$ cat config.mk
export PLATFORM = sky130hd
export DESIGN_NAME = klerp_ctrl
export DESIGN_NICKNAME = d
export VERILOG_FILES = /design/src/rtl/klerp_pkg.sv /design/src/rtl/klerp_ctrl.sv
export SDC_FILE = /design/constraint.sdc
export NUM_CORES = 1
export LEC_CHECK = 0
export BUFFER_PORTS_ARGS = -buffer_cell sky130_fd_sc_hd__clkbuf_2
export CORE_MARGIN = 2
export CORE_UTILIZATION = 42
export CTS_CLUSTER_SIZE = 24
export DETAILED_ROUTE_END_ITERATION = 10
export GPL_TIMING_DRIVEN = 0
export PLACE_DENSITY_LB_ADDON = 0.1
export SETUP_SLACK_MARGIN = 0.05
export SYNTH_ARGS = -nofsm -noshare
export SYNTH_HDL_FRONTEND = slang
export SYNTH_SLANG_ARGS = --single-unit
export TNS_END_PERCENT = 1
$ cat constraint.sdc
create_clock -name clock -period 3.47 [get_ports clock]
set_input_delay 0.347 -clock clock [delete_from_list [all_inputs] [get_ports clock]]
set_output_delay 0.347 -clock clock [all_outputs]
set_load 0.005 [all_outputs]
$ cat src/rtl/klerp_pkg.sv
// Shared types, constants and the command and status structs for the keyframe lerp sampler.
package klerp_pkg;

   localparam int DEPTH = 64;
   localparam int IDX_W = $clog2(DEPTH);
   localparam int CNT_W = $clog2(DEPTH + 1);
   localparam int DATA_W = 32;
   localparam int FRAC_W = 16;
   localparam int NUM_CH = 5;

   localparam logic [1:0] OP_CLEAR = 2'd0;
   localparam logic [1:0] OP_APPEND = 2'd1;
   localparam logic [1:0] OP_SAMPLE = 2'd2;
   localparam logic [1:0] OP_NOP = 2'd3;

   localparam logic [1:0] ST_OK = 2'd0;
   localparam logic [1:0] ST_EMPTY = 2'd1;
   localparam logic [1:0] ST_FULL = 2'd2;
   localparam logic [1:0] ST_ORDER = 2'd3;

   typedef logic signed [DATA_W-1:0] word_type;

   // Commands from the controller to the datapath.
   typedef struct packed {
      logic             load_req;    // capture the input item
      logic             write_key;   // write the captured item at key_count
      logic             rd_en;       // issue a read of the memory
      logic [IDX_W-1:0] rd_addr;
      logic             cap_left;    // registered read data is the left key
      logic             cap_right;   // registered read data is the right key
      logic             div_start;
      logic             lerp_step;   // one channel multiply
      logic             zero_out;
      logic             copy_out;    // result is the left key as is
      logic             lerp_out;
   } cmd_type;

   // Status from the datapath to the controller.
   typedef struct packed {
      logic [1:0] op;
      logic       stamp_le;    // read stamp at or below query time
      logic       order_bad;   // append stamp below read stamp
      logic       span_pos;    // right stamp above left stamp
      logic       div_done;
   } stat_type;

endpackage

$ cat src/rtl/klerp_ctrl.sv
// Sequencer for clear, append and sample, with the load strobe for the output register.
module klerp_ctrl (
   input  logic                        clock,
   input  logic                        reset,
   input  logic                        req_valid,
   output logic                        req_ready,
   output logic                        rsp_valid,
   input  logic                        rsp_ready,
   output logic [1:0]                  rsp_status,
   output klerp_pkg::cmd_type          cmd,
   input  klerp_pkg::stat_type         stat,
   output logic [klerp_pkg::IDX_W-1:0] wr_addr,
   output logic                        out_load
);

   typedef enum logic [3:0] {
      IDLE, DECODE, APP_CHK, SRCH_RD, SRCH_CMP, LD_LEFT, LD_RIGHT,
      CAP_R, DIVIDE, LERP, LERP_END, FINISH, RESPOND
   } state_type;

   localparam int IW = klerp_pkg::IDX_W;
   localparam int CW = klerp_pkg::CNT_W;

   state_type state_ff, state_in;
   logic [CW-1:0] count_ff, count_in;
   logic [CW-1:0] lo_ff, lo_in, hi_ff, hi_in, ub_ff, ub_in;
   logic [1:0] status_ff, status_in;
   logic [2:0] step_ff, step_in;
   logic [1:0] kind_ff, kind_in;   // 0 zero, 1 copy, 2 lerp
   logic [CW:0] mid_sum;
   assign mid_sum = {1'b0, lo_ff} + {1'b0, hi_ff};

   assign req_ready = state_ff == IDLE;
   assign rsp_valid = state_ff == RESPOND;
   assign rsp_status = status_ff;
   assign wr_addr = count_ff[IW-1:0];

   always_comb begin
      state_in = state_ff;
      count_in = count_ff;
      lo_in = lo_ff;
      hi_in = hi_ff;
      ub_in = ub_ff;
      status_in = status_ff;
      step_in = step_ff;
      kind_in = kind_ff;
      cmd = '0;
      out_load = 1'b0;
      unique case (state_ff)
         IDLE: begin
            if (req_valid) begin
               cmd.load_req = 1'b1;
               state_in = DECODE;
            end
         end
         DECODE: begin
            status_in = klerp_pkg::ST_OK;
            kind_in = 2'd0;
            case (stat.op)
               klerp_pkg::OP_CLEAR: begin
                  count_in = '0;
                  state_in = FINISH;
               end
               klerp_pkg::OP_APPEND: begin
                  if (count_ff == CW'(klerp_pkg::DEPTH)) begin
                     status_in = klerp_pkg::ST_FULL;
                     state_in = FINISH;
                  end else if (count_ff == '0) begin
                     cmd.write_key = 1'b1;
                     count_in = count_ff + 1'b1;
                     state_in = FINISH;
                  end else begin
                     cmd.rd_en = 1'b1;
                     cmd.rd_addr = IW'(count_ff - 1'b1);
                     state_in = APP_CHK;
                  end
               end
               klerp_pkg::OP_SAMPLE: begin
                  if (count_ff == '0) begin
                     status_in = klerp_pkg::ST_EMPTY;
                     state_in = FINISH;
                  end else begin
                     lo_in = '0;
                     hi_in = count_ff;
                     state_in = SRCH_RD;
                  end
               end
               default: state_in = FINISH;
            endcase
         end
         APP_CHK: begin
            if (stat.order_bad) begin
               status_in = klerp_pkg::ST_ORDER;
            end else begin
               cmd.write_key = 1'b1;
               count_in = count_ff + 1'b1;
            end
            state_in = FINISH;
         end
         SRCH_RD: begin
            // Upper bound: first index in [lo, hi) whose stamp exceeds q.
            if (lo_ff == hi_ff) begin
               ub_in = lo_ff;
               cmd.rd_en = 1'b1;
               cmd.rd_addr = (lo_ff == '0) ? '0 : IW'(lo_ff - 1'b1);
               state_in = LD_LEFT;
            end else begin
               cmd.rd_en = 1'b1;
               cmd.rd_addr = IW'(mid_sum >> 1);
               state_in = SRCH_CMP;
            end
         end
         SRCH_CMP: begin
            if (stat.stamp_le) begin
               lo_in = CW'(mid_sum >> 1) + CW'(1);
            end else begin
               hi_in = CW'(mid_sum >> 1);
            end
            state_in = SRCH_RD;
         end
         LD_LEFT: begin
            cmd.cap_left = 1'b1;
            if (ub_ff == '0 || ub_ff == count_ff) begin
               kind_in = 2'd1;
               state_in = FINISH;
            end else begin
               cmd.rd_en = 1'b1;
               cmd.rd_addr = IW'(ub_ff);
               state_in = LD_RIGHT;
            end
         end
         LD_RIGHT: begin
            cmd.cap_right = 1'b1;
            state_in = CAP_R;
         end
         CAP_R: begin
            if (stat.span_pos) begin
               cmd.div_start = 1'b1;
               state_in = DIVIDE;
            end else begin
               kind_in = 2'd1;
               state_in = FINISH;
            end
         end
         DIVIDE: begin
            if (stat.div_done) begin
               step_in = '0;
               state_in = LERP;
            end
         end
         LERP: begin
            cmd.lerp_step = 1'b1;
            step_in = step_ff + 3'd1;
            if (step_ff == 3'(klerp_pkg::NUM_CH - 1)) begin
               state_in = LERP_END;
            end
         end
         LERP_END: begin
            kind_in = 2'd2;
            state_in = FINISH;
         end
         FINISH: begin
            out_load = 1'b1;
            cmd.copy_out = kind_ff == 2'd1;
            cmd.lerp_out = kind_ff == 2'd2;
            state_in = RESPOND;
         end
         RESPOND: begin
            if (rsp_ready) begin
               state_in = IDLE;
            end
         end
         default: state_in = IDLE;
      endcase
   end

   always_ff @(posedge clock) begin
      if (reset) begin
         state_ff <= IDLE;
         count_ff <= '0;
         status_ff <= klerp_pkg::ST_OK;
         kind_ff <= 2'd0;
         step_ff <= '0;
      end else begin
         state_ff <= state_in;
         count_ff <= count_in;
         status_ff <= status_in;
         kind_ff <= kind_in;
         step_ff <= step_in;
      end
      lo_ff <= lo_in;
      hi_ff <= hi_in;
      ub_ff <= ub_in;
   end

endmodule

Word-level counts from Yosys, hierarchy flattened
Index checks and enable logic that the tools add are counted.

storage, ports and cells
  register bits = 39
  latch bits = 0
  memory bits (writable) = 0
  memory bits (read-only) = 0
  input bits = 10
  output and inout bits = 27
  memories kept = 0

cells by class
  add/subtract/negate cells = 6
  multiply operators = 0
  div/mod/pow operators = 0
  order comparisons = 0
  eq/ne operators = 35
  shift operators = 0
  mux-type cells = 54
  bitwise gates (word level) = 0
  reductions and logical operators = 19

operators by type and width
  cell                                                                    number
  7-bit 2-to-1 mux                                                        11
  7-bit one-hot mux with 2 select lines                                   4
  4-bit one-hot mux with 12 select lines                                  1
  4-bit 2-to-1 mux                                                        8
  7-bit logical NOT                                                       3
  7-bit one-hot mux with 3 select lines                                   1
  4-bit equality test (second input constant)                             5
  2-bit != test (second input constant)                                   10
  4-bit by 3-bit equality test with 1-bit output (second input constant)  4
  8-bit 2-to-1 mux                                                        2
  7-bit by 1-bit adder with 7-bit output (second input constant)          2
  7-bit equality test                                                     2
  1-bit 2-to-1 mux                                                        12
  2-bit 2-to-1 mux                                                        6
  6-bit 2-to-1 mux                                                        2
  4-bit AND reduction                                                     3
  6-bit by 1-bit subtractor with 6-bit output (second input constant)     2
  7-bit by 7-bit adder with 8-bit output                                  1
  4-bit by 2-bit equality test with 1-bit output (second input constant)  2
  2-bit one-hot mux with 2 select lines                                   2
  2-bit one-hot mux with 4 select lines                                   1
  4-bit one-hot mux with 2 select lines                                   1
  7-bit equality test (second input constant)                             1
  3-bit != test (second input constant)                                   2
  other kinds (19)                                                        26

Logic depth before layout (Yosys ltp)
  word-level depth = 5
  mapped depth = 8
  mapped depth without buffers = 8

Worst setup path after synthesis
Ideal clock, no wire load.

  path type = register to output
  from = reg lo_ff[4]
  to = out cmd[7] (netlist name)
  arrival = 2.208 ns
  path slack = 0.915 ns
  cell stages (with the launch flop) = 8
  buffers on the path = 1
  cells stage by stage = edfxtp_1 ha_1 buf_6 or4_4 nor4_4 nand2b_1 o22ai_1 a211o_1

RTL lines
  what                    RTL line           text
  from (decl)             klerp_ctrl.sv:26   logic [CW-1:0] lo_ff, lo_in, hi_ff, hi_in, ub_ff, ub_in;
  from (signal assigned)  klerp_ctrl.sv:191  lo_ff <= lo_in;
  to (decl)               klerp_ctrl.sv:10   output klerp_pkg::cmd_type cmd,

==> out/qor.csv <==
metric,value,unit
first-pass GRT wire length,12300,um
Synth Area in Compound Gates,15.7,%
min Tclk post-route,3.27,ns
DR pass1 iterations,5,
largest family of logic cells by synthesized area,simple AND/OR/NAND/NOR gates,
Critical Path Fanout Max,8,
Worst Path Required,3.12,ns
achievable clock frequency,305,MHz
placed wire-length estimate,5950,um
chip width,88.3,um
Layout Skew,0.0148,ns
Placer Congestion,0.894,
Storage cell area,991,sq um
initial antenna violation count,0,
RSZ-0062 raised after global routing,false,
WL final,7800,um
ys async rst share,0,%
share of the synthesized area in the top cell type,21.1,%
# IOs,37,
YS warnings,0,
max_slew headroom,22.3,%
cell area after synthesis,2990,sq um
"commonest cells after routing, fill and taps aside","nand2_1 (39), nor2_1 (34), clkbuf_2 (34)",
postcts setup bufs,0,
GR Overflow Total,0,
xor and xnor area share after synthesis,7.33,%
"Period Utilization, post-route",94.4,%
"Power, Total",1.88,mW
Area after DPL,3280,sq um
FP Rows,30,
Final Hold Viols,0,
share of cells above drive strength 1,16.9,%
post-CTS sizing,0,
status,"complete, no violations",
Finished Cell Area,3370,sq um
Finish-stage setup viols,0,
Hold Crit Class,in -> reg,
Synth area leaders,"edfxtp_1 (21%), dfxtp_1 (12%), ha_1 (7.5%), xnor2_1 (6.2%), nand2_1 (4.9%)",
"commonest non-fill, non-tap cell in the layout",nand2_1,
Die Area,7800,sq um
Worst Path Arrival,2.93,ns
Ant. Diodes,0,
Routed WL per cell,16.0,um
Pleak,1.38,nW
Synth area leader,edfxtp_1,
area grow syn2layout,12.9,%
Root Driver,clkbuf_8,
Die Y-Extent,88.3,um
Critical Path End Type,output port,
Tot GR Track Use,20.8,%
max-cap violation count,0,
maximum VDD drop,0.000209,V
Syn Nets,377,
Worst Max-Slew Pin Slew,1.15,ns
Initial Util,43.7,%
mux cell area share after synthesis,1.68,%
Avg Inst Size Synth,8.59,sq um
"Seq/Total Area, Yosys",33.2,%
multi-input logic area,1820,sq um
"FF+latch count, synth",39,
post-synthesis cell type count,63,
Synth Flop Type,edfxtp_1,
fillers,676,
Post-Synthesis Cells,348,
clock sinks,39,
drt drc,0,
fin nets,418,
clk slew on worst S/H paths,0.08,ns
TritonCTS clock tree,yes,
Setup crit start kind,register,
Final WS setup,0.196,ns
Synth Area in Simple Gates,27.6,%
vias in the first global route,2454,
CTS Hold Buffers Added,0,
# port buffers,34,
Worst-Skew Late Latency,0.31,ns
Routed Antenna Nets,0,
1st-iter DRT viols,102,
largest net degree at the start of global routing,13,
CP Class,reg -> out,
"EDFF count, synth",21,
htree depth,2,
final setup TNS,0,ns
detail-routed via count per cell,5.54,
maximum buffer depth of the clock tree,2,
Place WS,0.387,ns
Inserted Clock Buffers,5,
Via Count,2694,
Slew Limit Fails,0,
core region area,6830,sq um
Power Density,557,nW/um^2
Synth Area in Adders,8.21,%
## registers in the layout, summed over array words and instances, names as in the netlist
name,flops
count_ff,7
hi_ff,7
lo_ff,7
ub_ff,7
state_ff,4
step_ff,3
kind_ff,2
rsp_status,2
## synth_stat cells, types with 5 or more instances
library cell	n
dfxtp_1	18
nand2b_1	11
edfxtp_1	21
o21ai_0	7
nor2b_1	6
nand2_1	39
nor4_1	6
a211oi_1	5
nor3_1	13
o21ai_1	6
buf_4	7
nor2_1	34
o22ai_1	7
xnor2_1	21
mux2i_1	5
clkbuf_1	9
inv_1	16
nand3_1	18
ha_1	18
a21oi_1	12
## cell type report
type	count	area share [%]
Multi-Input combinational cell	271	54.0
Sequential cell	39	29.4
Timing Repair Buffer	34	5.05
Buffer	21	3.64
Tap cell	96	3.56
Clock buffer	6	2.15
Inverter	17	1.89
Clock inverter	2	0.334
## metrics by stage
stage	cells	util, %	hold slack [ns]
after CTS	486	49.2	0.438
after detailed placement	478	48.0	0.479
after global routing	486	49.4	0.449
final	486	49.4	0.434
after floorplan	348	-	0.447
after global placement	478	48.0	0.477
## report_power, final
| part | leakage (nW) | switching (mW) | total (mW) | internal (mW) |
|---|---|---|---|---|
| Clock | 0.0455 | 0.180 | 0.321 | 0.141 |
| Sequential | 0.339 | 0.0554 | 0.615 | 0.559 |
| Combinational | 0.994 | 0.577 | 0.941 | 0.364 |
| Total | 1.38 | 0.812 | 1.88 | 1.06 |
## path summary, 6_finish.rpt
kind	end	slack, ns	depth (start not counted)	from
setup / recovery	cmd[8]	0.20	8	lo_ff[4]
setup reg to reg	hi_ff[6]	0.40	6	state_ff[2]
hold / removal	step_ff[2]	0.43	3	stat[0]
hold reg to reg	step_ff[0]	0.49	2	step_ff[0]
## per-layer routing
layer / GRT usage [%] / vias up / share of wire [%]
met1: 30.0 / 1274 / 48
met5: 0 / - / 0
met2: 32.0 / 87 / 45
met3: 3.54 / 8 / 5.6
li1: - / 1325 / -
met4: 6.06 / 0 / 1.3
## critical path, cell delays in order (launching register included)
cell and delay, ns:
edfxtp_1 0.49, ha_1 0.34, buf_6 0.14, or4_4 0.56, nor4_4 0.32, nand2b_1 0.24, o22ai_1 0.11, a211o_1 0.31
clkbuf_2 0.12
## logic make-up (layout without fill, tap and decap cells)
family / Yosys count / count (layout)
simple gates: 156 / 156
compound gates: 65 / 65
flops: 39 / 39
buf+inv: 38 / 80
xor+xnor: 25 / 25
fa+ha+maj: 19 / 19
mux: 5 / 5
other cells: 1 / 1
Note: power is estimated with default switching activity, not from simulation.
